File: src/sv/pbr_pkg.sv
`default_nettype none
package pbr_pkg;

  localparam int MAX_COLS = 20;
  localparam int COL_W = 5;
  localparam int POS_W = 6;
  localparam int ROW_W = 2;

  localparam logic [7:0] GLYPH_OPEN  = 8'd91;
  localparam logic [7:0] GLYPH_FILL  = 8'd61;
  localparam logic [7:0] GLYPH_EMPTY = 8'd32;
  localparam logic [7:0] GLYPH_CLOSE = 8'd93;

  localparam logic [1:0] REG_MIN  = 2'd0;
  localparam logic [1:0] REG_MAX  = 2'd1;
  localparam logic [1:0] REG_COLS = 2'd2;
  localparam logic [1:0] REG_ROW  = 2'd3;

  typedef struct packed {
    logic [POS_W-1:0] pos;
    logic [COL_W-1:0] cols;
    logic [ROW_W-1:0] row;
  } cmd_t;

  typedef struct packed {
    logic [31:0]      min_value;
    logic [31:0]      max_value;
    logic [COL_W-1:0] num_cols;
    logic [ROW_W-1:0] row_index;
  } cfg_t;

endpackage
`default_nettype wire

File: src/sv/pbr_fifo.sv
`default_nettype none
module pbr_fifo
  import pbr_pkg::*;
(
  input  wire  clk,
  input  wire  rst,
  input  wire  push,
  input  cmd_t din,
  input  wire  pop,
  output cmd_t dout,
  output logic full,
  output logic empty
);

  cmd_t       mem [2];
  logic       wr_ptr;
  logic       rd_ptr;
  logic [1:0] count;

  assign full  = (count == 2'd2);
  assign empty = (count == 2'd0);
  assign dout  = mem[rd_ptr];

  always_ff @(posedge clk) begin
    if (push && !full) begin
      mem[wr_ptr] <= din;
    end
  end

  always_ff @(posedge clk) begin
    if (rst) begin
      wr_ptr <= 1'b0;
      rd_ptr <= 1'b0;
      count  <= 2'd0;
    end else begin
      if (push && !full) begin
        wr_ptr <= !wr_ptr;
      end
      if (pop && !empty) begin
        rd_ptr <= !rd_ptr;
      end
      case ({push && !full, pop && !empty})
        2'b10:   count <= count + 2'd1;
        2'b01:   count <= count - 2'd1;
        default: count <= count;
      endcase
    end
  end

endmodule
`default_nettype wire

File: src/sv/pbr_front.sv
`default_nettype none
module pbr_front
  import pbr_pkg::*;
(
  input  wire         clk,
  input  wire         rst,
  input  cfg_t        cfg,
  input  wire  [31:0] value,
  input  wire         force_redraw,
  input  wire         in_valid,
  output logic        in_stall,
  output logic        push,
  output cmd_t        cmd,
  input  wire         full
);

  localparam logic [1:0] S_IDLE = 2'd0;
  localparam logic [1:0] S_MUL  = 2'd1;
  localparam logic [1:0] S_DIV  = 2'd2;
  localparam logic [1:0] S_DONE = 2'd3;

  logic [1:0]       state;
  logic [31:0]      diff;
  logic [31:0]      range;
  logic [COL_W-1:0] cols;
  logic [COL_W-1:0] cells;
  logic             force_q;
  logic             at_min;
  logic             at_max;
  logic [38:0]      rem;
  logic [37:0]      dsh;
  logic [POS_W-1:0] quo;
  logic [2:0]       step;
  logic [POS_W-1:0] prev;
  logic [ROW_W-1:0] row_q;

  logic [COL_W-1:0] eff_cols;
  logic [36:0]      prod;
  logic             fits;
  logic             render;

  always_comb begin
    if (cfg.num_cols < COL_W'(2)) begin
      eff_cols = COL_W'(2);
    end else if (cfg.num_cols > COL_W'(MAX_COLS)) begin
      eff_cols = COL_W'(MAX_COLS);
    end else begin
      eff_cols = cfg.num_cols;
    end
  end

  assign prod     = 37'(diff) * 37'(cells);
  assign fits     = (rem >= {1'b0, dsh});
  assign render   = (quo != prev) || force_q;
  assign in_stall = (state != S_IDLE);
  assign push     = (state == S_DONE) && render && !full;
  assign cmd      = '{pos: quo, cols: cols, row: row_q};

  always_ff @(posedge clk) begin
    case (state)
      S_IDLE: begin
        diff    <= value - cfg.min_value;
        range   <= cfg.max_value - cfg.min_value;
        cols    <= eff_cols;
        cells   <= eff_cols - COL_W'(2);
        force_q <= force_redraw;
        at_min  <= (value <= cfg.min_value);
        at_max  <= (value >= cfg.max_value);
        row_q   <= cfg.row_index;
      end
      S_MUL: begin
        rem  <= {prod, 1'b0} + 39'(range);
        dsh  <= {range, 6'b0};
        step <= 3'd0;
        if (at_min) begin
          quo <= '0;
        end else if (at_max) begin
          quo <= POS_W'(cells);
        end else begin
          quo <= '0;
        end
      end
      S_DIV: begin
        if (fits) begin
          rem <= rem - {1'b0, dsh};
        end
        quo  <= {quo[POS_W-2:0], fits};
        dsh  <= dsh >> 1;
        step <= step + 3'd1;
      end
      default: begin
      end
    endcase
  end

  always_ff @(posedge clk) begin
    if (rst) begin
      state <= S_IDLE;
      prev  <= '1;
    end else begin
      case (state)
        S_IDLE: begin
          if (in_valid) begin
            state <= S_MUL;
          end
        end
        S_MUL: begin
          state <= (at_min || at_max) ? S_DONE : S_DIV;
        end
        S_DIV: begin
          if (step == 3'(POS_W - 1)) begin
            state <= S_DONE;
          end
        end
        S_DONE: begin
          if (!render) begin
            state <= S_IDLE;
          end else if (!full) begin
            prev  <= quo;
            state <= S_IDLE;
          end
        end
        default: state <= S_IDLE;
      endcase
    end
  end

endmodule
`default_nettype wire

File: src/sv/pbr_back.sv
`default_nettype none
module pbr_back
  import pbr_pkg::*;
(
  input  wire                    clk,
  input  wire                    rst,
  input  cmd_t                   cmd,
  input  wire                    empty,
  output logic                   pop,
  output logic                   out_valid,
  input  wire                    out_stall,
  output logic [ROW_W-1:0]       row,
  output logic [COL_W-1:0]       column,
  output logic [7:0]             char_code,
  output logic                   last
);

  cmd_t             cur;
  logic             busy;
  logic [COL_W-1:0] col;
  logic             advance;
  logic             is_end;
  logic [7:0]       glyph;

  assign advance = !out_valid || !out_stall;
  assign pop     = !busy && !empty;
  assign is_end  = (col == cur.cols - COL_W'(1));

  always_comb begin
    if (col == '0) begin
      glyph = GLYPH_OPEN;
    end else if (is_end) begin
      glyph = GLYPH_CLOSE;
    end else if (POS_W'(col) <= cur.pos) begin
      glyph = GLYPH_FILL;
    end else begin
      glyph = GLYPH_EMPTY;
    end
  end

  always_ff @(posedge clk) begin
    if (pop) begin
      cur <= cmd;
    end
    if (busy && advance) begin
      row       <= cur.row;
      column    <= col;
      char_code <= glyph;
      last      <= is_end;
    end
  end

  always_ff @(posedge clk) begin
    if (rst) begin
      busy      <= 1'b0;
      col       <= '0;
      out_valid <= 1'b0;
    end else begin
      if (pop) begin
        busy <= 1'b1;
        col  <= '0;
      end else if (busy && advance) begin
        col <= col + COL_W'(1);
        if (is_end) begin
          busy <= 1'b0;
        end
      end
      if (advance) begin
        out_valid <= busy;
      end
    end
  end

endmodule
`default_nettype wire

File: src/sv/progress_bar_row_renderer_unit.sv
// channel | direction | valid / stall          | payload
// input   | in        | in_valid / in_stall    | value, force_redraw
// output  | out       | out_valid / out_stall  | row, column, char_code, last
// config  | APB       | psel, penable, pready  | paddr, pwdata, prdata
//
// An item holds the input side through capture, one multiply,
// six restoring divide steps, then the redraw decision; the divide is
// skipped when the value is at or past either end of the range.
// A redraw emits the clamped column count of characters at one per cycle
// from the back end while out_stall is low, idle between rows; a two-entry
// queue of render commands lets the two halves stall apart.
// Output stall holds the character register; the front keeps taking items
// until both queue entries hold a row, then waits in its decision cycle.
// Synchronous reset; the stored position resets to all ones.
`default_nettype none
module progress_bar_row_renderer_unit
  import pbr_pkg::*;
(
  input  wire              clk,
  input  wire              rst,
  input  wire              psel,
  input  wire              penable,
  input  wire              pwrite,
  input  wire  [3:0]       paddr,
  input  wire  [31:0]      pwdata,
  output logic [31:0]      prdata,
  output logic             pready,
  input  wire  [31:0]      value,
  input  wire              force_redraw,
  input  wire              in_valid,
  output logic             in_stall,
  output logic             out_valid,
  input  wire              out_stall,
  output logic [ROW_W-1:0] row,
  output logic [COL_W-1:0] column,
  output logic [7:0]       char_code,
  output logic             last
);

  cfg_t cfg;
  cmd_t push_cmd;
  cmd_t pop_cmd;
  logic push;
  logic pop;
  logic full;
  logic empty;
  logic wr_en;

  assign pready = 1'b1;
  assign wr_en  = psel && penable && pwrite;

  always_ff @(posedge clk) begin
    if (rst) begin
      cfg.min_value <= 32'd0;
      cfg.max_value <= 32'd100;
      cfg.num_cols  <= COL_W'(16);
      cfg.row_index <= '0;
    end else if (wr_en && paddr[1:0] == 2'b00) begin
      case (paddr[3:2])
        REG_MIN:  cfg.min_value <= pwdata;
        REG_MAX:  cfg.max_value <= pwdata;
        REG_COLS: cfg.num_cols  <= pwdata[COL_W-1:0];
        REG_ROW:  cfg.row_index <= pwdata[ROW_W-1:0];
        default:  cfg.row_index <= cfg.row_index;
      endcase
    end
  end

  always_comb begin
    case (paddr[3:2])
      REG_MIN:  prdata = cfg.min_value;
      REG_MAX:  prdata = cfg.max_value;
      REG_COLS: prdata = 32'(cfg.num_cols);
      REG_ROW:  prdata = 32'(cfg.row_index);
      default:  prdata = '0;
    endcase
  end

  pbr_front u_front (
    .clk          (clk),
    .rst          (rst),
    .cfg          (cfg),
    .value        (value),
    .force_redraw (force_redraw),
    .in_valid     (in_valid),
    .in_stall     (in_stall),
    .push         (push),
    .cmd          (push_cmd),
    .full         (full)
  );

  pbr_fifo u_fifo (
    .clk   (clk),
    .rst   (rst),
    .push  (push),
    .din   (push_cmd),
    .pop   (pop),
    .dout  (pop_cmd),
    .full  (full),
    .empty (empty)
  );

  pbr_back u_back (
    .clk       (clk),
    .rst       (rst),
    .cmd       (pop_cmd),
    .empty     (empty),
    .pop       (pop),
    .out_valid (out_valid),
    .out_stall (out_stall),
    .row       (row),
    .column    (column),
    .char_code (char_code),
    .last      (last)
  );

  a_close_on_last: assert property (@(posedge clk) disable iff (rst)
    out_valid && last |-> char_code == GLYPH_CLOSE)
    else $error("last character is not the closing bracket");

  a_open_first: assert property (@(posedge clk) disable iff (rst)
    out_valid && column == '0 |-> char_code == GLYPH_OPEN && !last)
    else $error("first column is not the opening bracket");

  a_front_busy: assert property (@(posedge clk) disable iff (rst)
    in_valid && !in_stall |=> in_stall)
    else $error("front end took a second transaction at once");

  a_no_push_full: assert property (@(posedge clk) disable iff (rst)
    push |-> !full)
    else $error("render command pushed into a full queue");

endmodule
`default_nettype wire

File: config.mk
export PLATFORM = sky130hd
export DESIGN_NAME = progress_bar_row_renderer_unit
export DESIGN_NICKNAME = d
export VERILOG_FILES = /design/src/sv/pbr_pkg.sv /design/src/sv/pbr_fifo.sv /design/src/sv/pbr_front.sv /design/src/sv/pbr_back.sv /design/src/sv/progress_bar_row_renderer_unit.sv
export SDC_FILE = /design/constraint.sdc
export NUM_CORES = 1
export LEC_CHECK = 0
export BUFFER_PORTS_ARGS = -buffer_cell sky130_fd_sc_hd__buf_2
export CAP_MARGIN = 25
export CORE_MARGIN = 4
export CORE_UTILIZATION = 50
export CTS_CLUSTER_DIAMETER = 80
export DETAILED_ROUTE_END_ITERATION = 10
export PLACE_DENSITY = 0.76
export SYNTH_ARGS = -nofsm -noshare
export SYNTH_HDL_FRONTEND = slang
export SYNTH_SLANG_ARGS = --single-unit
File: constraint.sdc
create_clock -name clk -period 8.6 [get_ports clk]
set_input_delay 1.72 -clock clk [delete_from_list [all_inputs] [get_ports clk]]
set_output_delay 1.72 -clock clk [all_outputs]
set_load 0.03 [all_outputs]
==> results.cfg, run 1 <==
[sta]
worstMarginPinSlew_ns = 1.08
hold_viol_final = 0
worst_clock_skew_ns = 0.0225
drv_slew = 0
setup_viol = 0
timing.fmax_mhz = 130
period_needed_ns = 7.72
finalCritPeriodShare = 0.897
fin_tns_setup_ns = 0
rsz0062_at_grt = no
maxSlewHeadroom = 0.278

[grt]
grt_pass1_wl_um = 94400
grt_max_degree = 87
grt_usage = 0.212
antenna_found_initial = 0
grt_pass1_vias = 19093
grt-ovfl-total = 0

[floorplan]
fp.dieW_um = 229
dieHeight_um = 229
die_area_um2 = 52400
rows = 80
ios = 127
coreArea_um2 = 48000
initial_core_util = 0.508

[route]
postRouteAntennaNets = 0
wl_per_cell_um = 17.1
drt-initial-drc-count = 1134
drt-pass1-iter-count = 5
wirelength_um = 57500
vias_per_cell = 5.69
drc_errors = 0
vias = 19130

[logic_synthesis]
async_reset_ff_frac = 0
synth_largest_area_cell = edfxtp_1
syn_area_um2 = 24400
synth-main-ff-cell = edfxtp_1
synth_top_area_frac = 0.266
synth_edf_count = 216
ys_ff_latch = 306
yosysMostFrequentCell = nand2_1
synth_top_cells_by_count = nand2_1 (301), inv_1 (276), ha_1 (231)
syn_inst = 2635
synthesis.nets = 3036
seq_area_frac_synth = 0.339
synth.avg_cell_area_um2 = 9.27
ys_types = 76
synthTopCellsByArea = edfxtp_1 (27%), ha_1 (12%), fa_1 (7.7%), dfxtp_1 (7.4%), nand2_1 (4.6%)
yosys_warnings = 0

[critical_path]
worst_ep_arrival_time_ns = 8.14
path_class = flip-flop to flip-flop
rr_endpoint = u_front.rem[38]$_DFFE_PP_
required_ns = 9.02
endpoint_kind = flip-flop
r2r_start = u_front.cells[4]$_DFFE_PN_
cp-startpoint = u_front.cells[4]$_DFFE_PN_
r2r.worst_path.cells = 27
crit_fanout = 33
ff2ff_setup_slack_ns = 0.88
critPathLaunchType = flip-flop

[worst_hold_path]
min_path_cells = 0
hp-start = u_back.cur[1]$_DFFE_PP_
whs_endpoint = u_back.row[1]$_DFFE_PP_
hp-class = flip-flop to flip-flop

[clocking]
root_buffer = clkbuf_16
cts_resized = 0
clkLatencyLatePin_ns = 0.60
clock_path_buffers = 3
cts_max_level = 1
tritoncts.num_buffers = 31
cts_setup_buffers = 0
ctsHoldBuffers = 0
cts_tree = built
cts_num_sinks = 306
path_clk_slew_ns = 0.06

[final_layout]
area_delta_synth_final_pct = 9.61
diodes = 0
final.fill_count = 4082
layout.nets = 3122
layout-drive-gt1-share = 0.0991

[run_status]
outcome = finished clean

[placed_design]
gp_congestion = 0.884
place_hpwl_um = 45400
io_buffer_count = 124

[run]
cap_viol_max_count = 0
[metal layers]
layer | up-vias | global-route usage | share of wire
li1 | 9286 | - | -
met1 | 9200 | 0.285 | 0.45
met2 | 546 | 0.368 | 0.48
met3 | 98 | 0.0225 | 0.046
met4 | 0 | 0.0548 | 0.022
met5 | - | 0 | 0
[layout by cell type (no fill, tap or decap), types with 7 or more instances in the layout]
master / n
o21a_1: 22
o21ai_0: 98
nor3_1: 29
clkbuf_16: 34
a31o_2: 7
nand4_1: 22
inv_1: 277
nor2b_1: 40
a211o_1: 13
mux2_2: 47
nand2b_1: 33
nand3_1: 43
xor2_1: 71
clkbuf_8: 7
nand2_1: 301
a21o_1: 76
a21oi_1: 223
a211oi_1: 21
mux2i_1: 38
nor2_1: 156
ha_1: 229
a31oi_1: 13
or3_1: 12
and4_1: 9
o21bai_1: 24
o211ai_1: 14
dfxtp_1: 90
buf_2: 124
and2_1: 119
and3_1: 12
a221oi_1: 7
xnor2_1: 103
edfxtp_1: 216
fa_1: 94
[area by class of cell]
type	instances	area, µm²	share of cell area
Clock buffer	48	978	0.0365
Clock inverter	10	78.8	0.00294
Inverter	276	1040	0.0387
Multi-Input combinational cell	1971	14800	0.554
Sequential cell	306	8290	0.310
Tap cell	615	769	0.0287
Timing Repair Buffer	135	800	0.0299
[flip-flops by register name (all words and copies together), names as in the netlist, 6 cells and up]
signal         count
u_front.range     32
u_front.rem       39
u_front.diff      32
u_front.prev       6
u_front.quo        6
u_back.cur        13
u_fifo.mem        26
cfg               71
u_front.dsh       38
[cells by family after synthesis]
| kind of cell | synth area share |
|---|---|
| AO/OA/AOI/OAI | 0.152 |
| XOR/XNOR | 0.0624 |
| adder cells (fa/ha/maj) | 0.195 |
| buffers and inverters | 0.0557 |
| flip-flops | 0.339 |
| multiplexers | 0.0391 |
| other | 0.000307 |
| AND/OR/NAND/NOR | 0.156 |
[how the worst max path moves through the flow]
| stage | end | depth (start not counted) |
|---|---|---|
| 2_1_floorplan | u_front.rem[38]$_DFFE_PP_ | 28 |
| 3_3_place_gp | u_front.rem[38]$_DFFE_PP_ | 27 |
| 3_5_place_dp | u_front.rem[38]$_DFFE_PP_ | 27 |
| 4_1_cts | u_front.rem[38]$_DFFE_PP_ | 27 |
| 5_1_grt | u_front.rem[38]$_DFFE_PP_ | 27 |
| 6_report | u_front.rem[38]$_DFFE_PP_ | 27 |
[stage by stage]
stage                     cells  utilization  hold WS (ns)  cell area [µm²]  worst slack [ns]
after floorplan            2635            -         0.400            24400              2.06
after global placement     3297        0.532         0.401            25600              1.23
after detailed placement   3302        0.535         0.408            25700             0.962
after CTS                  3360        0.557         0.423            26700             0.952
after global routing       3361        0.557         0.440            26800             0.413
final                      3361        0.557         0.422            26800             0.883
[critical path, cell delays in order (launching register included)]
cell and delay (ns):
edfxtp_1 0.97, and2_1 0.28, fa_1 0.44, fa_1 0.56
inv_1 0.06, fa_1 0.53, inv_1 0.04, ha_1 0.35
a21oi_1 0.27, o311ai_0 0.14, a21oi_1 0.29, o21ai_2 0.18
a21o_1 0.20, a21oi_1 0.22, nor2b_1 0.10, a221oi_1 0.37
xnor2_1 0.12, ha_1 0.37, nand2_1 0.09, nor3_1 0.25
a32oi_1 0.13, a21bo_2 0.26, a21o_1 0.15, nand3_1 0.11
a311oi_1 0.49, nand4_1 0.17, or3_1 0.32, o21ai_0 0.07
Power of run 1 is not shown: default switching activity piles up to over one toggle a cycle in this logic, so the estimate is an artifact.
==> run 2: changes to the inputs <==
--- a/config.mk
+++ b/config.mk
@@ -11,7 +11,7 @@
 export CORE_UTILIZATION = 50
 export CTS_CLUSTER_DIAMETER = 80
 export DETAILED_ROUTE_END_ITERATION = 10
-export PLACE_DENSITY = 0.76
+export PLACE_DENSITY = 0.79
 export SYNTH_ARGS = -nofsm -noshare
 export SYNTH_HDL_FRONTEND = slang
 export SYNTH_SLANG_ARGS = --single-unit
==> run 2 against run 1 <==
Net effect: sequential cell count is the same; clock-buffer cell count is 3 lower; clock skew grew 0.0020 ns; via count fell by 0.21%; first-iteration DRC count up 23%; sequential share of layout area is essentially flat; utilization is 0.083 points higher; register-to-register slack barely moved; final cell count barely moved; critical path depth unchanged; die area unchanged; non-clock buffer count increased by 1; largest cell class unchanged.
==> results.cfg, run 2 (same netlist as run 1, synthesis figures left out) <==
[final_layout]
layout-drive-gt1-share = 0.0986
regMostFlops = cfg
mostFrequentLayoutCells = nand2_1 (301), inv_1 (276), ha_1 (229), a21oi_1 (223), edfxtp_1 (216)
multi_input_area_um2 = 14800
reg.largest.list = cfg (71), u_front.rem (39), u_front.dsh (38)
diodes = 0
area_delta_synth_final_pct = 9.77
regArea_um2 = 8290
layout_commonest_cell = nand2_1
final.fill_count = 4064
layout.nets = 3126
largest_reg_flops = 71

[clocking]
cts_num_sinks = 306
root_buffer = clkbuf_16
path_clk_slew_ns = 0.06
tritoncts.num_buffers = 34
clkLatencyLatePin_ns = 0.54
cts_tree = built
ctsHoldBuffers = 0
cts_setup_buffers = 0
cts_resized = 0
cts_max_level = 2
clock_path_buffers = 3

[route]
vias_per_cell = 5.67
drt-pass1-iter-count = 6
vias = 19089
wirelength_um = 57300
drt-initial-drc-count = 1399
postRouteAntennaNets = 0
wl_per_cell_um = 17.0
drc_errors = 0

[sta]
hold_viol_final = 0
setup_ws_ns = 0.876
finalCritPeriodShare = 0.898
timing.fmax_mhz = 129
rsz0062_at_grt = no
worstMarginPinSlew_ns = 1.00
fin_tns_setup_ns = 0
drv_slew = 0
setup_viol = 0
period_needed_ns = 7.72
maxSlewHeadroom = 0.332
worst_clock_skew_ns = 0.0245

[critical_path]
required_ns = 8.97
ff2ff_setup_slack_ns = 0.88
worst_ep_arrival_time_ns = 8.09
path_class = flip-flop to flip-flop
endpoint_kind = flip-flop
crit_fanout = 33
critPathLaunchType = flip-flop

[grt]
grt_max_degree = 87
grt_pass1_wl_um = 94600
antenna_found_initial = 0
grt_usage = 0.213
grt-ovfl-total = 0
grt_pass1_vias = 19211

[run]
cap_viol_max_count = 0

[placed_design]
place_hpwl_um = 45100
dp_slack_ns = 0.955
io_buffer_count = 124
gp_congestion = 0.930

[floorplan]
fp.dieW_um = 229
coreArea_um2 = 48000
dieHeight_um = 229
rows = 80
die_area_um2 = 52400
initial_core_util = 0.508
ios = 127

[run_status]
outcome = finished clean

[worst_hold_path]
hp-class = flip-flop to flip-flop
==> run 2: worst paths after layout <==
path                                                  from                         to  cells after the start
worst max register to register  u_front.cells[3]$_DFFE_PN_  u_front.rem[38]$_DFFE_PP_                     27
worst max-delay path            u_front.cells[3]$_DFFE_PN_  u_front.rem[38]$_DFFE_PP_                     27
worst min register to register     u_back.cur[1]$_DFFE_PP_    u_back.row[1]$_DFFE_PP_                      0
worst min-delay path               u_back.cur[1]$_DFFE_PP_    u_back.row[1]$_DFFE_PP_                      0
==> run 2: worst max-delay path, stage by stage (launching register included) <==
cell and delay [ns]:
edfxtp_1 0.94, and2_1 0.27, fa_1 0.46, fa_1 0.55
inv_1 0.06, fa_1 0.54, inv_1 0.04, ha_1 0.35
a21oi_2 0.25, o311ai_0 0.18, a21oi_1 0.26, o21ai_2 0.17
a21o_1 0.20, a21oi_1 0.21, nor2b_1 0.10, a221oi_1 0.34
xnor2_1 0.12, ha_1 0.37, nand2_1 0.10, nor3_1 0.25
a32oi_1 0.15, a21bo_2 0.25, a21o_1 0.16, nand3_1 0.12
a311oi_1 0.52, nand4_1 0.18, or3_1 0.32, o21ai_0 0.07
==> run 2: layout make-up <==
cell class | count | area share
Multi-Input combinational cell | 1971 | 0.553
Sequential cell | 306 | 0.309
Inverter | 276 | 0.0386
Clock buffer | 45 | 0.0352
Timing Repair Buffer | 136 | 0.0294
Tap cell | 615 | 0.0287
Clock inverter | 15 | 0.00616
==> run 2: layer usage <==
layer	track usage	vias up	share of wire
met2	0.363	545	0.47
met4	0.0751	0	0.036
met1	0.283	9115	0.44
li1	-	9303	-
met5	0	-	0
met3	0.0246	126	0.047
==> run 2: per-stage QoR <==
stage	hold WS [ns]	instances	util	area, µm²
after global placement	0.402	3299	0.533	25600
after CTS	0.438	3364	0.558	26800
after global routing	0.454	3364	0.558	26800
after floorplan	0.400	2635	-	24400
final	0.431	3364	0.558	26800
after detailed placement	0.410	3304	0.535	25700
Power of run 2 is left out for the same reason.
==> run 3: changes to the inputs <==
--- a/config.mk
+++ b/config.mk
@@ -14,4 +14,5 @@
 export PLACE_DENSITY = 0.79
 export SYNTH_ARGS = -nofsm -noshare
 export SYNTH_HDL_FRONTEND = slang
+export SYNTH_HIERARCHICAL = 1
 export SYNTH_SLANG_ARGS = --single-unit
==> run 3 against run 2 <==
Net effect: via count increased by 3.9%; clock-buffer cell count increased by 3; synthesized area increased by 4.1%; die area increased by 4.0%; clock skew increased by 0.010 ns; synthesized cell count increased by 1.2%; first-iteration DRC count increased by 3.6%.
==> results.cfg, run 3 <==
[placed_design]
dp_cells = 3387
io_buffer_count = 124
place_hpwl_um = 48800
post_dp_cell_area_um2 = 26600
gp_congestion = 1.02

[final_layout]
final_cell_count_no_fill = 3457
regMostFlops = cfg
mostFrequentLayoutCells = inv_1 (280), ha_1 (229), edfxtp_1 (216), nor2_1 (174), a21oi_1 (171)
largest_reg_flops = 71
final.fill_count = 4239
final_area_um2 = 28000
diodes = 0
layout_commonest_cell = inv_1
reg.largest.list = cfg (71), u_front/rem (39), u_front/dsh (38)
layout-drive-gt1-share = 0.104
area_delta_synth_final_pct = 9.94
layout.nets = 3158

[sta]
timing.fmax_mhz = 134
setup_viol = 0
finalCritPeriodShare = 0.865
drv_slew = 0
worstMarginPinSlew_ns = 1.04
rsz0062_at_grt = no
worst_clock_skew_ns = 0.0349
fin_tns_setup_ns = 0
hold_viol_final = 0
maxSlewHeadroom = 0.309
period_needed_ns = 7.44

[worst_hold_path]
hp-start = u_back/cur[1]$_DFFE_PP_
hp-class = flip-flop to flip-flop

[route]
drc_errors = 0
drt-initial-drc-count = 1449
postRouteAntennaNets = 0
vias = 19835
vias_per_cell = 5.74
wirelength_um = 62900
drt-pass1-iter-count = 5
wl_per_cell_um = 18.2

[grt]
grt_pass1_vias = 19897
grt_pass1_wl_um = 102000
grt-ovfl-total = 0
grt_max_degree = 122
antenna_found_initial = 0
grt_usage = 0.230

[critical_path]
cp-startpoint = u_front/cells[4]$_DFFE_PN_
path_class = flip-flop to flip-flop
required_ns = 8.89
critPathLaunchType = flip-flop
worst_ep_arrival_time_ns = 7.72
r2r_start = u_front/cells[4]$_DFFE_PN_
cp_slowest_cell = edfxtp_1
cp_common_cell = fa_1
endpoint_kind = flip-flop
crit_fanout = 33
path_cells = nand2_1 -> fa_1 -> fa_1 -> fa_1 -> inv_1 -> ha_1 -> nor2b_1 -> o31ai_2 -> a31oi_1 -> a211o_1 -> a31o_1 -> a21o_1 -> a21o_1 -> xor2_1 -> ha_1 -> o21ai_0 -> a21oi_1 -> nor3_1 -> a311oi_1 -> o21ai_1 -> nand4_1 -> nand4_1 -> xnor2_1 -> mux2i_1
cpPeakStageDelay_ns = 0.97

[floorplan]
initial_core_util = 0.507
die_area_um2 = 54500
fp.dieW_um = 234
coreArea_um2 = 50200
dieHeight_um = 234
ios = 127
rows = 82

[run_status]
outcome = finished clean

[logic_synthesis]
synth-main-ff-cell = edfxtp_1
synth.avg_cell_area_um2 = 9.54
async_reset_ff_frac = 0
synthSimpleGateAreaFrac = 0.159
muxShareOfSynthArea = 0.0622
synth_top_family_by_area = adder cells
synth-compound-area-share = 0.147
syn_inst = 2666
syn_area_um2 = 25400
yosys_warnings = 6
yosysMostFrequentCell = inv_1
synth_edf_count = 216
ys_ff_latch = 307
synthAdderAreaFrac = 0.188
synth_top_area_frac = 0.255
seq_area_frac_synth = 0.327
synth_top_cells_by_count = inv_1 (280), ha_1 (231), edfxtp_1 (216)
synthTopCellsByArea = edfxtp_1 (26%), ha_1 (11%), fa_1 (7.4%), dfxtp_1 (7.2%), inv_1 (4.1%)
synthesis.nets = 3067
synth_largest_area_cell = edfxtp_1
synth_xor_area_frac = 0.0582
ys_types = 103

[clocking]
clkLatencyLatePin_ns = 0.56
root_buffer = clkbuf_16
path_clk_slew_ns = 0.06
cts_setup_buffers = 0
cts_resized = 0
cts_tree = built
tritoncts.num_buffers = 36
cts_num_sinks = 307
clock_path_buffers = 3
ctsHoldBuffers = 0
cts_max_level = 2

[run]
cap_viol_max_count = 0
## run 3: stage by stage
stage | utilization | setup WS (ns) | hold WS [ns]
4_1_cts | 0.555 | 1.22 | 0.424
5_1_grt | 0.557 | 0.617 | 0.428
6_report | 0.557 | 1.16 | 0.421
2_1_floorplan | - | 2.33 | 0.400
3_5_place_dp | 0.530 | 1.28 | 0.409
3_3_place_gp | 0.529 | 1.54 | 0.404
## run 3: path summary, 6_finish.rpt
check / end / slack (ns) / cells past startpoint
setup reg to reg: u_front/rem[36]$_DFFE_PP_ / 1.16 / 24
hold reg to reg: u_back/row[1]$_DFFE_PP_ / 0.42 / 0
hold / removal: u_back/row[1]$_DFFE_PP_ / 0.42 / 0
setup / recovery: u_front/rem[36]$_DFFE_PP_ / 1.16 / 24
## run 3: layout make-up
class / count / area [µm²] / share of cell area
repair buffers: 139 / 841 / 0.0301
flip-flops and latches: 307 / 8310 / 0.297
well taps: 672 / 841 / 0.0301
multi-input cells: 1991 / 15700 / 0.560
clock buffers: 48 / 1070 / 0.0384
inverters: 282 / 1060 / 0.0380
clock inverters: 18 / 169 / 0.00604
## run 3: layer usage
| layer | global-route usage | share of wire | up-vias | wire, µm |
|---|---|---|---|---|
| li1 | - | - | 9489 | - |
| met1 | 0.312 | 0.45 | 9613 | 28100 |
| met2 | 0.383 | 0.47 | 608 | 29800 |
| met3 | 0.0283 | 0.049 | 125 | 3100 |
| met4 | 0.0758 | 0.031 | 0 | 1950 |
| met5 | 0 | 0 | - | 0 |
## run 3: worst max-delay path: cells and delay by family, from the launching register on
family / cells / cell delay (ns)
multiplexers: 1 / 0.13
XOR/XNOR: 2 / 0.43
buffers and inverters: 1 / 0.04
adder cells (fa/ha/maj): 5 / 2.32
flip-flops: 1 / 0.97
AO/OA/AOI/OAI: 10 / 2.46
AND/OR/NAND/NOR: 5 / 0.84
## run 3: kinds of logic after synthesis
kind of cell	count (synthesis)
AOI/OAI and AO/OA	560
xor gates and xnor gates	168
and+or+nand+nor	785
DFF	307
buffers and inverters	368
adders and majority gates	326
other	2
muxes	150
Power of run 3 is left out for the same reason.
